==> src/sv/isb_pkg.sv <==
// ----------------------------------------------------------------------------
// isb_pkg: shared definitions for the I2C slave byte sequencer
// Event, result, phase and transaction codes, the result record and the
// default sizes.
// ----------------------------------------------------------------------------
package isb_pkg;

  localparam int BUFFER_DEPTH_DEF = 32;
  localparam int BYTE_W           = 8;
  localparam int APB_AW           = 3;
  localparam int APB_DW           = 32;

  // bus event codes
  localparam logic [1:0] ACT_START = 2'd0;
  localparam logic [1:0] ACT_STOP  = 2'd1;
  localparam logic [1:0] ACT_SHIFT = 2'd2;
  localparam logic [1:0] ACT_LOAD  = 2'd3;

  // result kinds
  localparam logic [1:0] KIND_SHIFT    = 2'd0;
  localparam logic [1:0] KIND_RELEASED = 2'd1;
  localparam logic [1:0] KIND_DELIVER  = 2'd2;
  localparam logic [1:0] KIND_NOTHING  = 2'd3;

  // byte phases
  localparam logic [2:0] PH_CHECK_ADDRESS = 3'd0;
  localparam logic [2:0] PH_SEND_DATA     = 3'd1;
  localparam logic [2:0] PH_REQUEST_ACK   = 3'd2;
  localparam logic [2:0] PH_CHECK_ACK     = 3'd3;
  localparam logic [2:0] PH_RECEIVE_DATA  = 3'd4;
  localparam logic [2:0] PH_STORE_AND_ACK = 3'd5;

  // transaction states
  localparam logic [2:0] TR_BEFORE_START   = 3'd0;
  localparam logic [2:0] TR_AFTER_START    = 3'd1;
  localparam logic [2:0] TR_SELECTED       = 3'd2;
  localparam logic [2:0] TR_NOT_SELECTED   = 3'd3;
  localparam logic [2:0] TR_DATA_PROCESSED = 3'd4;

  // register word index
  localparam logic REG_OWN_ADDRESS = 1'b0;

  localparam logic [3:0] BITS_DATA = 4'd8;
  localparam logic [3:0] BITS_ACK  = 4'd1;

  localparam logic [7:0] BYTE_IDLE = 8'hff;

  typedef struct packed {
    logic [1:0] kind;
    logic [7:0] shift_byte;
    logic [3:0] shift_bits;
    logic       sda_drive;
    logic [7:0] rx_byte;
    logic       rx_empty;
    logic       last;
  } res_t;

endpackage

==> src/sv/isb_ram.sv <==
// ----------------------------------------------------------------------------
// isb_ram: generic simple dual-port RAM
// One write port, one read port, read data registered.
// ----------------------------------------------------------------------------
module isb_ram #(
  parameter int WIDTH = isb_pkg::BYTE_W,
  parameter int DEPTH = isb_pkg::BUFFER_DEPTH_DEF
) (
  input  logic                     clk,
  input  logic                     we,
  input  logic [$clog2(DEPTH)-1:0] waddr,
  input  logic [WIDTH-1:0]         wdata,
  input  logic [$clog2(DEPTH)-1:0] raddr,
  output logic [WIDTH-1:0]         rdata
);
  import isb_pkg::*;

  logic [WIDTH-1:0] mem [DEPTH];

  always_ff @(posedge clk) begin
    if (we) begin
      mem[waddr] <= wdata;
    end
    rdata <= mem[raddr];
  end

endmodule

==> src/sv/i2c_slave_byte_sequencer.sv <==
// ----------------------------------------------------------------------------
// i2c_slave_byte_sequencer: byte-level I2C slave, 7-bit address
// A request is taken in ST_IDLE and decided in ST_EXEC, where its result is
//   registered once the result side is free; no new request is taken until then.
// A stop that delivers received bytes walks the receive RAM in ST_DELIVER,
//   one byte per result, through the single read port of the receive RAM.
// Reset (synchronous, rst high) clears control state, counters and the own
//   address; the byte RAMs are not cleared, the counters mark what is valid.
// ----------------------------------------------------------------------------
module i2c_slave_byte_sequencer #(
  parameter int BUFFER_DEPTH = isb_pkg::BUFFER_DEPTH_DEF
) (
  input  logic                        clk,
  input  logic                        rst,
  // request channel
  input  logic                        item_valid,
  output logic                        item_stall,
  input  logic [1:0]                  action,
  input  logic [7:0]                  data,
  // result channel
  output logic                        result_valid,
  input  logic                        result_stall,
  output logic [1:0]                  kind,
  output logic [7:0]                  shift_byte,
  output logic [3:0]                  shift_bits,
  output logic                        sda_drive,
  output logic [7:0]                  rx_byte,
  output logic                        rx_empty,
  output logic                        last,
  // configuration
  input  logic                        psel,
  input  logic                        penable,
  input  logic                        pwrite,
  input  logic [isb_pkg::APB_AW-1:0]  paddr,
  input  logic [isb_pkg::APB_DW-1:0]  pwdata,
  output logic [isb_pkg::APB_DW-1:0]  prdata,
  output logic                        pready
);
  import isb_pkg::*;

  localparam int AW = $clog2(BUFFER_DEPTH);
  // stores keep at most depth minus one bytes
  localparam logic [AW-1:0] LIMIT = AW'(BUFFER_DEPTH - 1);

  // sequencer states
  localparam logic [1:0] ST_IDLE    = 2'd0;  // waiting for a request
  localparam logic [1:0] ST_EXEC    = 2'd1;  // RAM data back, decide and emit
  localparam logic [1:0] ST_DELIVER = 2'd2;  // walk the receive RAM

  logic [1:0]    st, st_next;

  // request registers
  logic [1:0]    act_q;
  logic [7:0]    dat_q;

  // sequencer state
  logic [6:0]    own_address;
  logic [2:0]    phase, phase_next;
  logic [2:0]    trans, trans_next;
  logic          shen, shen_next;
  logic [AW-1:0] rx_count, rx_count_next;
  logic [AW-1:0] tx_length, tx_length_next;
  logic [AW-1:0] tx_pointer, tx_pointer_next;
  logic [AW-1:0] rx_idx, rx_idx_next;

  // result register
  res_t          res_q;
  res_t          res_c;
  logic          emit;
  logic          out_free;

  // RAM ports
  logic          rx_we, tx_we;
  logic [AW-1:0] rx_raddr;
  logic [7:0]    rx_rdata, tx_rdata;

  logic          accept;
  logic          go_deliver;
  logic          advance;
  logic          last_byte;

  // --------------------------------------------------------------------------
  // configuration port: one register, word index in paddr[2]
  // --------------------------------------------------------------------------
  assign pready = 1'b1;
  assign prdata = (paddr[2] == REG_OWN_ADDRESS) ? {{(APB_DW-7){1'b0}}, own_address}
                                                : '0;

  always_ff @(posedge clk) begin
    if (rst) begin
      own_address <= '0;
    end else if (psel && penable && pwrite && pready &&
                 paddr[2] == REG_OWN_ADDRESS) begin
      own_address <= pwdata[6:0];
    end
  end

  // --------------------------------------------------------------------------
  // handshakes
  // --------------------------------------------------------------------------
  assign item_stall = (st != ST_IDLE);
  assign accept     = item_valid && !item_stall;
  assign out_free   = !result_valid || !result_stall;

  // --------------------------------------------------------------------------
  // byte stores. The tx RAM always reads at the pointer, which moves only when
  // a request retires, so data is current in ST_EXEC. The rx RAM is read at 0
  // until delivery, then at the next index each time a byte leaves.
  // --------------------------------------------------------------------------
  isb_ram #(.WIDTH(BYTE_W), .DEPTH(BUFFER_DEPTH)) u_rx_ram (
    .clk   (clk),
    .we    (rx_we),
    .waddr (rx_count),
    .wdata (dat_q),
    .raddr (rx_raddr),
    .rdata (rx_rdata)
  );

  isb_ram #(.WIDTH(BYTE_W), .DEPTH(BUFFER_DEPTH)) u_tx_ram (
    .clk   (clk),
    .we    (tx_we),
    .waddr (tx_length),
    .wdata (dat_q),
    .raddr (tx_pointer),
    .rdata (tx_rdata)
  );

  assign last_byte = (rx_idx == rx_count - AW'(1));

  always_comb begin
    rx_raddr = '0;
    if (st == ST_DELIVER) begin
      rx_raddr = out_free ? rx_idx + AW'(1) : rx_idx;
    end
  end

  // --------------------------------------------------------------------------
  // decode of one request
  // --------------------------------------------------------------------------
  always_comb begin
    res_c           = '{kind: KIND_NOTHING, default: '0};
    phase_next      = phase;
    trans_next      = trans;
    shen_next       = shen;
    rx_count_next   = rx_count;
    tx_length_next  = tx_length;
    tx_pointer_next = tx_pointer;
    rx_idx_next     = rx_idx;
    go_deliver      = 1'b0;
    rx_we           = 1'b0;
    tx_we           = 1'b0;
    emit            = 1'b0;
    st_next         = st;

    case (st)
      ST_IDLE: begin
        if (accept) begin
          st_next = ST_EXEC;
        end
      end

      ST_EXEC: begin
        case (act_q)
          ACT_START: begin
            phase_next = PH_CHECK_ADDRESS;
            trans_next = TR_AFTER_START;
            shen_next  = 1'b1;
            res_c      = '{kind: KIND_SHIFT, shift_byte: BYTE_IDLE,
                           shift_bits: BITS_DATA, default: '0};
          end

          ACT_STOP: begin
            trans_next = TR_BEFORE_START;
            if (trans == TR_AFTER_START) begin
              shen_next = 1'b0;
              res_c     = '{kind: KIND_RELEASED, shift_bits: BITS_DATA, default: '0};
            end else if (trans == TR_DATA_PROCESSED) begin
              if (rx_count == '0) begin
                // empty delivery: one result
                res_c           = '{kind: KIND_DELIVER, rx_empty: 1'b1, last: 1'b1,
                                    default: '0};
                tx_length_next  = '0;
                tx_pointer_next = '0;
              end else begin
                go_deliver  = 1'b1;
                rx_idx_next = '0;
              end
            end
          end

          ACT_SHIFT: begin
            if (shen) begin
              case (phase)
                PH_CHECK_ADDRESS: begin
                  if (dat_q[7:1] == own_address) begin
                    trans_next = TR_SELECTED;
                    phase_next = dat_q[0] ? PH_SEND_DATA : PH_RECEIVE_DATA;
                    res_c      = '{kind: KIND_SHIFT, shift_bits: BITS_ACK,
                                   sda_drive: 1'b1, default: '0};
                  end else begin
                    trans_next = TR_NOT_SELECTED;
                    shen_next  = 1'b0;
                    res_c      = '{kind: KIND_RELEASED, shift_bits: BITS_DATA,
                                   default: '0};
                  end
                end
                PH_SEND_DATA, PH_CHECK_ACK: begin
                  if (phase == PH_CHECK_ACK && dat_q != 8'h00) begin
                    // master NACK ends the read
                    phase_next = PH_CHECK_ADDRESS;
                    shen_next  = 1'b0;
                    res_c      = '{kind: KIND_RELEASED, shift_bits: BITS_DATA,
                                   default: '0};
                  end else begin
                    trans_next = TR_DATA_PROCESSED;
                    phase_next = PH_REQUEST_ACK;
                    res_c      = '{kind: KIND_SHIFT, shift_bits: BITS_DATA,
                                   sda_drive: 1'b1, default: '0};
                    if (tx_pointer < tx_length) begin
                      res_c.shift_byte = tx_rdata;
                      tx_pointer_next  = tx_pointer + AW'(1);
                    end
                  end
                end
                PH_REQUEST_ACK: begin
                  phase_next = PH_CHECK_ACK;
                  res_c      = '{kind: KIND_SHIFT, shift_bits: BITS_ACK, default: '0};
                end
                PH_RECEIVE_DATA: begin
                  trans_next = TR_DATA_PROCESSED;
                  phase_next = PH_STORE_AND_ACK;
                  res_c      = '{kind: KIND_SHIFT, shift_bits: BITS_DATA, default: '0};
                end
                PH_STORE_AND_ACK: begin
                  phase_next = PH_RECEIVE_DATA;
                  // full store: byte dropped, still acked
                  if (rx_count < LIMIT) begin
                    rx_we         = out_free;
                    rx_count_next = rx_count + AW'(1);
                  end
                  res_c = '{kind: KIND_SHIFT, shift_bits: BITS_ACK,
                            sda_drive: 1'b1, default: '0};
                end
                default: begin
                  phase_next = PH_CHECK_ADDRESS;
                  shen_next  = 1'b0;
                  res_c      = '{kind: KIND_RELEASED, shift_bits: BITS_DATA,
                                 default: '0};
                end
              endcase
            end
          end

          ACT_LOAD: begin
            if (tx_length < LIMIT) begin
              tx_we          = out_free;
              tx_length_next = tx_length + AW'(1);
            end
          end

          default: begin
          end
        endcase

        if (go_deliver) begin
          st_next = ST_DELIVER;
        end else if (out_free) begin
          emit    = 1'b1;
          st_next = ST_IDLE;
        end
      end

      ST_DELIVER: begin
        res_c = '{kind: KIND_DELIVER, rx_byte: rx_rdata, last: last_byte, default: '0};
        if (out_free) begin
          emit        = 1'b1;
          rx_idx_next = rx_idx + AW'(1);
          if (last_byte) begin
            rx_count_next   = '0;
            tx_length_next  = '0;
            tx_pointer_next = '0;
            st_next         = ST_IDLE;
          end
        end
      end

      default: begin
        st_next = ST_IDLE;
      end
    endcase
  end

  // state moves only when the request retires or delivery starts/advances
  assign advance = (st == ST_EXEC && (out_free || go_deliver)) ||
                   (st == ST_DELIVER && out_free);

  // --------------------------------------------------------------------------
  // registers
  // --------------------------------------------------------------------------
  always_ff @(posedge clk) begin
    if (rst) begin
      st           <= ST_IDLE;
      phase        <= PH_CHECK_ADDRESS;
      trans        <= TR_BEFORE_START;
      shen         <= 1'b0;
      rx_count     <= '0;
      tx_length    <= '0;
      tx_pointer   <= '0;
      rx_idx       <= '0;
      result_valid <= 1'b0;
    end else begin
      st <= st_next;
      if (advance) begin
        phase      <= phase_next;
        trans      <= trans_next;
        shen       <= shen_next;
        rx_count   <= rx_count_next;
        tx_length  <= tx_length_next;
        tx_pointer <= tx_pointer_next;
        rx_idx     <= rx_idx_next;
      end
      if (emit) begin
        result_valid <= 1'b1;
      end else if (!result_stall) begin
        result_valid <= 1'b0;
      end
    end
  end

  always_ff @(posedge clk) begin
    if (accept) begin
      act_q <= action;
      dat_q <= data;
    end
    if (emit) begin
      res_q <= res_c;
    end
  end

  assign kind       = res_q.kind;
  assign shift_byte = res_q.shift_byte;
  assign shift_bits = res_q.shift_bits;
  assign sda_drive  = res_q.sda_drive;
  assign rx_byte    = res_q.rx_byte;
  assign rx_empty   = res_q.rx_empty;
  assign last       = res_q.last;

  // --------------------------------------------------------------------------
  // assertions
  // --------------------------------------------------------------------------
  a_accept_exec: assert property (@(posedge clk) disable iff (rst)
    accept |=> st == ST_EXEC)
    else $error("request not followed by execute cycle");

  a_deliver_idx: assert property (@(posedge clk) disable iff (rst)
    st == ST_DELIVER |-> rx_idx < rx_count)
    else $error("delivery index past receive count");

  a_tx_ptr: assert property (@(posedge clk) disable iff (rst)
    tx_pointer <= tx_length)
    else $error("transmit pointer past transmit length");

  a_deliver_kind: assert property (@(posedge clk) disable iff (rst)
    (st == ST_DELIVER && emit) |=> result_valid && kind == KIND_DELIVER)
    else $error("delivery result has wrong kind");

endmodule
==> config.mk <==
export PLATFORM = sky130hd
export DESIGN_NAME = i2c_slave_byte_sequencer
export DESIGN_NICKNAME = d
export VERILOG_FILES = /design/src/sv/isb_pkg.sv /design/src/sv/isb_ram.sv /design/src/sv/i2c_slave_byte_sequencer.sv
export SDC_FILE = /design/constraint.sdc
export NUM_CORES = 1
export LEC_CHECK = 0
export BUFFER_PORTS_ARGS = -buffer_cell sky130_fd_sc_hd__buf_4
export CORE_ASPECT_RATIO = 1.5
export CORE_UTILIZATION = 55
export DETAILED_ROUTE_END_ITERATION = 16
export PLACE_DENSITY = 0.7
export SYNTH_ARGS = -nofsm -noshare
export SYNTH_HDL_FRONTEND = slang
export SYNTH_SLANG_ARGS = --single-unit
==> constraint.sdc <==
create_clock -name clk -period 4 [get_ports clk]
set_clock_uncertainty 0.1 [all_clocks]
set_input_delay 0.8 -clock clk [delete_from_list [all_inputs] [get_ports clk]]
set_output_delay 0.8 -clock clk [all_outputs]
set_load 0.1 [all_outputs]
==> Word-level counts from Yosys, hierarchy flattened <==
Memories as Yosys holds them, arrays and structs flattened. A register that Yosys moved wholly into a read port is not among the register bits.
Index checks and enable logic that the tools add are counted.
{ "totals": {"rom_bits": 0, "ff_bits": 72, "output_inout_bits": 60, "inputBits": 52, "elab_cells": 187, "mem_bits_rw": 512, "latchBits": 0, "mem_count": 2} }
{ "op_classes": {"magnitude_cmp": 3, "n_mul": 0, "eq_ne": 42, "addsub": 5, "reduce_logical": 32, "n_shift": 0, "n_div": 0, "bitwise_logic": 1, "n_mux": 83} }
{ "memory_table": {"columns": ["memory", "depth", "width", "rd", "rd_ports_with_merged_regs", "wr", "line_no", "source"], "rows": [
  ["u_rx_ram.mem", 32, 8, 1, 1, 1, "isb_ram.sv:18", "logic [WIDTH-1:0] mem [DEPTH];"],
  ["u_tx_ram.mem", 32, 8, 1, 1, 1, "isb_ram.sv:18", null]
]} }
{ "op_table": {"columns": ["cell", "count"], "rows": [
  ["$pmux W25 S5", 1],
  ["$mux W5", 20],
  ["$mux W24", 4],
  ["$pmux W25 S3", 1],
  ["$pmux W5 S2", 6],
  ["$mux W25", 2],
  ["$pmux W25 S2", 1],
  ["$ne A3 B3 Y1 const B", 10],
  ["$mux W1", 27],
  ["$add A5 B1 Y5 const B", 4],
  ["$ne A2 B2 Y1 const B", 10],
  ["$pmux W3 S3", 2],
  ["$mux W3", 5],
  ["$pmux W3 S5", 1],
  ["$mux W2", 6],
  ["$reduce_and A12 Y1", 1],
  ["$reduce_and A6 Y1", 2],
  ["$lt A5 B5 Y1 const B", 2],
  ["$eq A3 B3 Y1 const B", 3],
  ["$reduce_and A9 Y1", 1],
  ["$mux W8", 1],
  ["$ne A2 B1 Y1 const B", 4],
  ["$reduce_and A4 Y1", 2],
  ["$reduce_and A8 Y1", 1],
  ["29 further kinds", 49]
]} }

==> Longest topological paths before layout <==
{ "logic_depth": {"depth_word": 11, "depth_mapped": 13, "depth_no_buf": 8} }

==> Modules after synthesis <==
A second synthesis with hierarchy kept.
{ "hier_totals": {"hier_cells": 1288, "hier_area_um2": 24324.6} }
{ "modules_own_cells": {"columns": ["mod", "seq_area_each_um2", "instances", "area_per_inst_um2", "cells_each"], "rows": [
  ["isb_ram", 7847.5, 2, 10053.4, 417],
  ["i2c_slave_byte_sequencer", 1731.7, 1, 4217.8, 454]
]} }

==> Worst setup path after synthesis <==
No wires, ideal clock.
{ "synth_path": {"path_type": "register -> register", "startpoint": "register result_valid", "endpoint": "register u_rx_ram.rdata[6], read port of u_rx_ram.mem", "path_buffers": 3, "required_ps": 3781, "setup_time_ps": 119, "period_less_slack_ps": 3107, "path_slack_ps": 893, "arrival_ps": 2887, "stages_incl_launch_ff": 10, "path_cell_list": "dfxtp_1 -> and3_1 -> o21a_1 -> buf_4 -> buf_6 -> buf_4 -> mux4_2 -> o32ai_1 -> nor2_1 -> nor4b_1"} }
{ "synth_between": {"elab_chain_cells": 4} }
{ "synth_lines": {"columns": ["element", "line_no", "source"], "rows": [
  ["start, declared", "i2c_slave_byte_sequencer.sv:21", "output logic result_valid,"],
  ["start signal, assigned", "i2c_slave_byte_sequencer.sv:310", "result_valid <= 1'b0;"],
  ["start signal, assigned", "i2c_slave_byte_sequencer.sv:323", "result_valid <= 1'b1;"],
  ["start signal, assigned", "i2c_slave_byte_sequencer.sv:325", "result_valid <= 1'b0;"],
  ["$logic_not A1 Y1", "i2c_slave_byte_sequencer.sv:103", "assign out_free = !result_valid || !result_stall;"],
  ["$logic_or A1 B1 Y1", "i2c_slave_byte_sequencer.sv:103", null],
  ["$mux W5", null, null],
  ["$mux W5", "i2c_slave_byte_sequencer.sv:132", "if (st == ST_DELIVER) begin"],
  ["end, declared", "isb_ram.sv:14", "output logic [WIDTH-1:0] rdata"]
]} }
No other way between the ends.
A chain may end at the register's enable or synchronous reset.

==> Worst setup path in the final report <==
{ "layout_path": {"startpoint": "register rx_idx[0]", "endpoint": "register u_rx_ram.rdata[3], read port of u_rx_ram.mem"} }
{ "layout_between": {"elab_chain_cells": 3} }
{ "layout_lines": {"columns": ["element", "line_no", "source"], "rows": [
  ["start, declared", "i2c_slave_byte_sequencer.sv:64", "logic [AW-1:0] rx_idx, rx_idx_next;"],
  ["start signal, assigned", "i2c_slave_byte_sequencer.sv:320", "rx_idx <= rx_idx_next;"],
  ["$add A5 B1 Y5", "i2c_slave_byte_sequencer.sv:133", "rx_raddr = out_free ? rx_idx + AW'(1) : rx_idx;"],
  ["$mux W5 (*)", null, null],
  ["$mux W5 (*)", "i2c_slave_byte_sequencer.sv:132", null]
]} }
Mark *: on every way between the ends. The rest lies on a longest branch, timed or not.

==> out/metrics.yaml <==
run_status: "complete, no violations"
hold_ws_ns: 0.282
routed_wirelength_mm: 50.9
data_required_time_at_the_worst_endpoint_ns: 4.39
post-cts-setup-buffers: 0
dieHeight_um: 260
combinational_family_with_the_most_area_after_synthesis: "multiplexers"
vias: 12800
drtIter0Drc: 1203
vias_per_cell: 5.93
cellLeakagePower_nw: 8.71
final_nets: 1623
ctsHtreeMaxLevel: 2
critical_path_arrival_ns: 3.47
ctsRootBufferMaster: "sky130_fd_sc_hd__clkbuf_16"
timing.rr.end: "u_rx_ram.rdata[3]"
synthesis.yosys.warnings: 0
seq_area_frac_synth: 0.713
grt_pass1_vias: 13400
synthArstFlopShare: 0
synth_enable_flop_cells: 545
hold_class: "input pin to flip-flop"
grt_antenna_before_repair: 0
synthXorXnorAreaFrac: 0.00645
grt.total_usage: 0.232
rows: 94
synth_flop_cell: "sky130_fd_sc_hd__edfxtp_1"
maxClockFrequency_ghz: 0.325
initial_utilization: 0.557
worst_setup_path_start_kind: "flip-flop"
detailroute.wirelength.met2_mm: 28.0
num_cts_buffers: 53
layout.filler_cells: 3123
p_per_area_mw_per_mm2: 459
post-route-drc-count: 0
synthAdderAreaFrac: 0.0113
stdcell_count: 2168
cts_tree: "done"
port-buffer-count: 56
die_area_mm2: 0.0453
finalMaxSlewViolations: 0
synth-simple-area-share: 0.0788
post_cts.resized_instances: 0
synth.avg_cell_area_um2: 16.6
grt_max_degree: 67
cts.sink_count: 598
worst_setup_path_endpoint: "u_rx_ram.rdata[3]"
setup_viol: 0
setup_total_negative_slack_ns: 0
reg2reg_slack_ns: 0.92
synth_compound_gate_area_share: 0.0395
die-width_um: 174
ir_drop_mv: 0.516
grt_remaining_overflow: 0
placer_congestion_estimate: 0.868
cts-root-to-sink-buffers: 3
crit_type: "flip-flop to flip-flop"
global_route_wire_length_before_repair_mm: 78.6
period_needed_ns: 3.08
worst_slew_margin_rel: 0.409
report.final.hold_viol_count: 0
end_kind: "flip-flop"
netlist_instances: 1474
ctsHoldBuffers: 0
wl_per_cell_um: 23.5
worst_slew_pin_slew_ns: 0.883
synth.ff_latch_count: 598
worst-r2r-cell-count: 8
antenna_left: 0
syn-cell-area_mm2: 0.0244
synth.area.mux_share: 0.124
maxUsedRoutingLayer: "met4"
final_min_period_over_clock_period: 0.770
core_box_area_mm2: 0.0439
cp_startpoint: "rx_idx[0]"
detail_route.wirelength.met1_mm: 18.6
firstDrtPassIters: 7
area.growth.synth_to_final_pct: 11.6
met3_length_mm: 2.08
worst_path_clk_slew_ns: 0.07
worstSkewPairLatency_ns: 0.59
layout-drive-gt1-share: 0.197
placed_cells_incl_taps: 2070
rsz_0062_raised_after_global_routing: "false"
cap_viol_max_count: 0
synthDistinctLibCells: 69
cp_max_fo: 64
dp_hpwl_mm: 32.8
io_pins: 112
diodes: 0
r2r-start: "rx_idx[0]"
[worst min path at each step]
stage | from | to | depth (start not counted)
after floorplan | trans[2] | trans[2] | 2
after global placement | trans[2] | trans[2] | 2
after detailed placement | trans[2] | trans[2] | 2
after CTS | data[5] | dat_q[5] | 1
after global routing | data[5] | dat_q[5] | 1
final | data[2] | dat_q[2] | 1
[logic make-up (layout without fill, tap and decap cells)]
logic type | after synthesis | count (layout)
flops | 598 | 598
simple gates | 415 | 415
mux | 148 | 148
compound gates | 144 | 144
buf+inv | 127 | 219
fa+ha+maj | 22 | 22
xor+xnor | 18 | 18
other cells | 2 | 28
[synthesized netlist by cell type (8+ instances only)]
cell                         n  share of area
sky130_fd_sc_hd__nand3_1    66          0.014
sky130_fd_sc_hd__xnor2_1    14         0.0050
sky130_fd_sc_hd__nor2_1    118          0.018
sky130_fd_sc_hd__nor4_1     10         0.0026
sky130_fd_sc_hd__inv_1      26         0.0040
sky130_fd_sc_hd__ha_1       22          0.011
sky130_fd_sc_hd__o21ai_0    14         0.0029
sky130_fd_sc_hd__dfxtp_1    53          0.043
sky130_fd_sc_hd__nor3_1     19         0.0039
sky130_fd_sc_hd__a21oi_1    55          0.011
sky130_fd_sc_hd__and2_1     14         0.0036
sky130_fd_sc_hd__mux2i_1    18         0.0074
sky130_fd_sc_hd__edfxtp_1  545           0.67
sky130_fd_sc_hd__mux4_2    114           0.11
sky130_fd_sc_hd__nand2_1   131          0.020
sky130_fd_sc_hd__o211ai_1    8         0.0025
sky130_fd_sc_hd__buf_4      31         0.0095
sky130_fd_sc_hd__nor2b_1    11         0.0028
sky130_fd_sc_hd__clkbuf_1   45         0.0069
sky130_fd_sc_hd__mux2_2      9         0.0041
sky130_fd_sc_hd__o32ai_1     9         0.0032
sky130_fd_sc_hd__buf_2      15         0.0031
[cell usage in the layout (no fill, tap or decap), types with 6 or more instances in the layout]
| cell type | instances |
|---|---|
| sky130_fd_sc_hd__a211oi_1 | 6 |
| sky130_fd_sc_hd__a21oi_1 | 55 |
| sky130_fd_sc_hd__and2_1 | 14 |
| sky130_fd_sc_hd__and3_1 | 7 |
| sky130_fd_sc_hd__buf_4 | 93 |
| sky130_fd_sc_hd__clkbuf_1 | 8 |
| sky130_fd_sc_hd__clkbuf_16 | 57 |
| sky130_fd_sc_hd__clkinv_1 | 6 |
| sky130_fd_sc_hd__clkinv_2 | 7 |
| sky130_fd_sc_hd__clkinvlp_4 | 6 |
| sky130_fd_sc_hd__conb_1 | 28 |
| sky130_fd_sc_hd__dfxtp_1 | 51 |
| sky130_fd_sc_hd__edfxtp_1 | 545 |
| sky130_fd_sc_hd__ha_1 | 22 |
| sky130_fd_sc_hd__inv_1 | 26 |
| sky130_fd_sc_hd__mux2_2 | 9 |
| sky130_fd_sc_hd__mux2i_1 | 18 |
| sky130_fd_sc_hd__mux4_1 | 7 |
| sky130_fd_sc_hd__mux4_2 | 114 |
| sky130_fd_sc_hd__nand2_1 | 131 |
| sky130_fd_sc_hd__nand3_1 | 66 |
| sky130_fd_sc_hd__nor2_1 | 117 |
| sky130_fd_sc_hd__nor2b_1 | 11 |
| sky130_fd_sc_hd__nor3_1 | 19 |
| sky130_fd_sc_hd__nor4_1 | 10 |
| sky130_fd_sc_hd__o211ai_1 | 8 |
| sky130_fd_sc_hd__o21ai_0 | 13 |
| sky130_fd_sc_hd__o32ai_1 | 9 |
| sky130_fd_sc_hd__or3_1 | 7 |
| sky130_fd_sc_hd__or4_1 | 6 |
| sky130_fd_sc_hd__xnor2_1 | 14 |
[layer usage]
metal | GRT usage | up-vias
li1 | - | 5855
met1 | 0.273 | 6533
met2 | 0.430 | 361
met3 | 0.0247 | 98
met4 | 0.104 | 0
met5 | 0 | -
[critical path, stage by stage (launching register included)]
cell and delay (ns):
sky130_fd_sc_hd__dfxtp_1 0.37, sky130_fd_sc_hd__ha_1 0.29, sky130_fd_sc_hd__a21boi_0 0.27, sky130_fd_sc_hd__o21a_2 0.20, sky130_fd_sc_hd__buf_12 0.30, sky130_fd_sc_hd__mux4_2 0.28
sky130_fd_sc_hd__o32ai_1 0.13, sky130_fd_sc_hd__or4_1 0.63, sky130_fd_sc_hd__nor4_1 0.32
[sequential cells by signal (all words and copies together) (netlist names), 7 cells and up]
signal          cells
own_address         7
u_rx_ram.mem      256
u_rx_ram.rdata      8
u_tx_ram.mem      256
dat_q               8
shift_byte          8
u_tx_ram.rdata      8
rx_byte             8
[power breakdown]
group	total, mW	internal, mW	switching (mW)	leakage [nW]
Clock	5.20	2.98	2.22	0.869
Combinational	0.449	0.0773	0.372	2.52
Sequential	6.86	6.84	0.0175	5.33
Total	12.5	9.90	2.61	8.71
[metrics by stage]
stage / cell area [um2] / setup WS, ns / power (mW) / utilization
after floorplan: 24500 / 0.893 / 7.34 / -
after global placement: 25500 / 0.505 / 7.43 / 0.580
after detailed placement: 25500 / 0.459 / 7.45 / 0.580
after CTS: 27300 / 0.936 / 12.6 / 0.622
after global routing: 27300 / 0.542 / 12.8 / 0.622
final: 27300 / 0.919 / 12.5 / 0.622
[area by class of cell]
class	count	area, um2	area share
clock buffers	68	1500	0.0549
clock inverters	30	305	0.0112
multi-input cells	775	6480	0.238
repair buffers	95	738	0.0271
well taps	576	721	0.0264
flip-flops and latches	598	17400	0.639
inverters	26	97.6	0.00358
(Power assumes the default switching activity.)
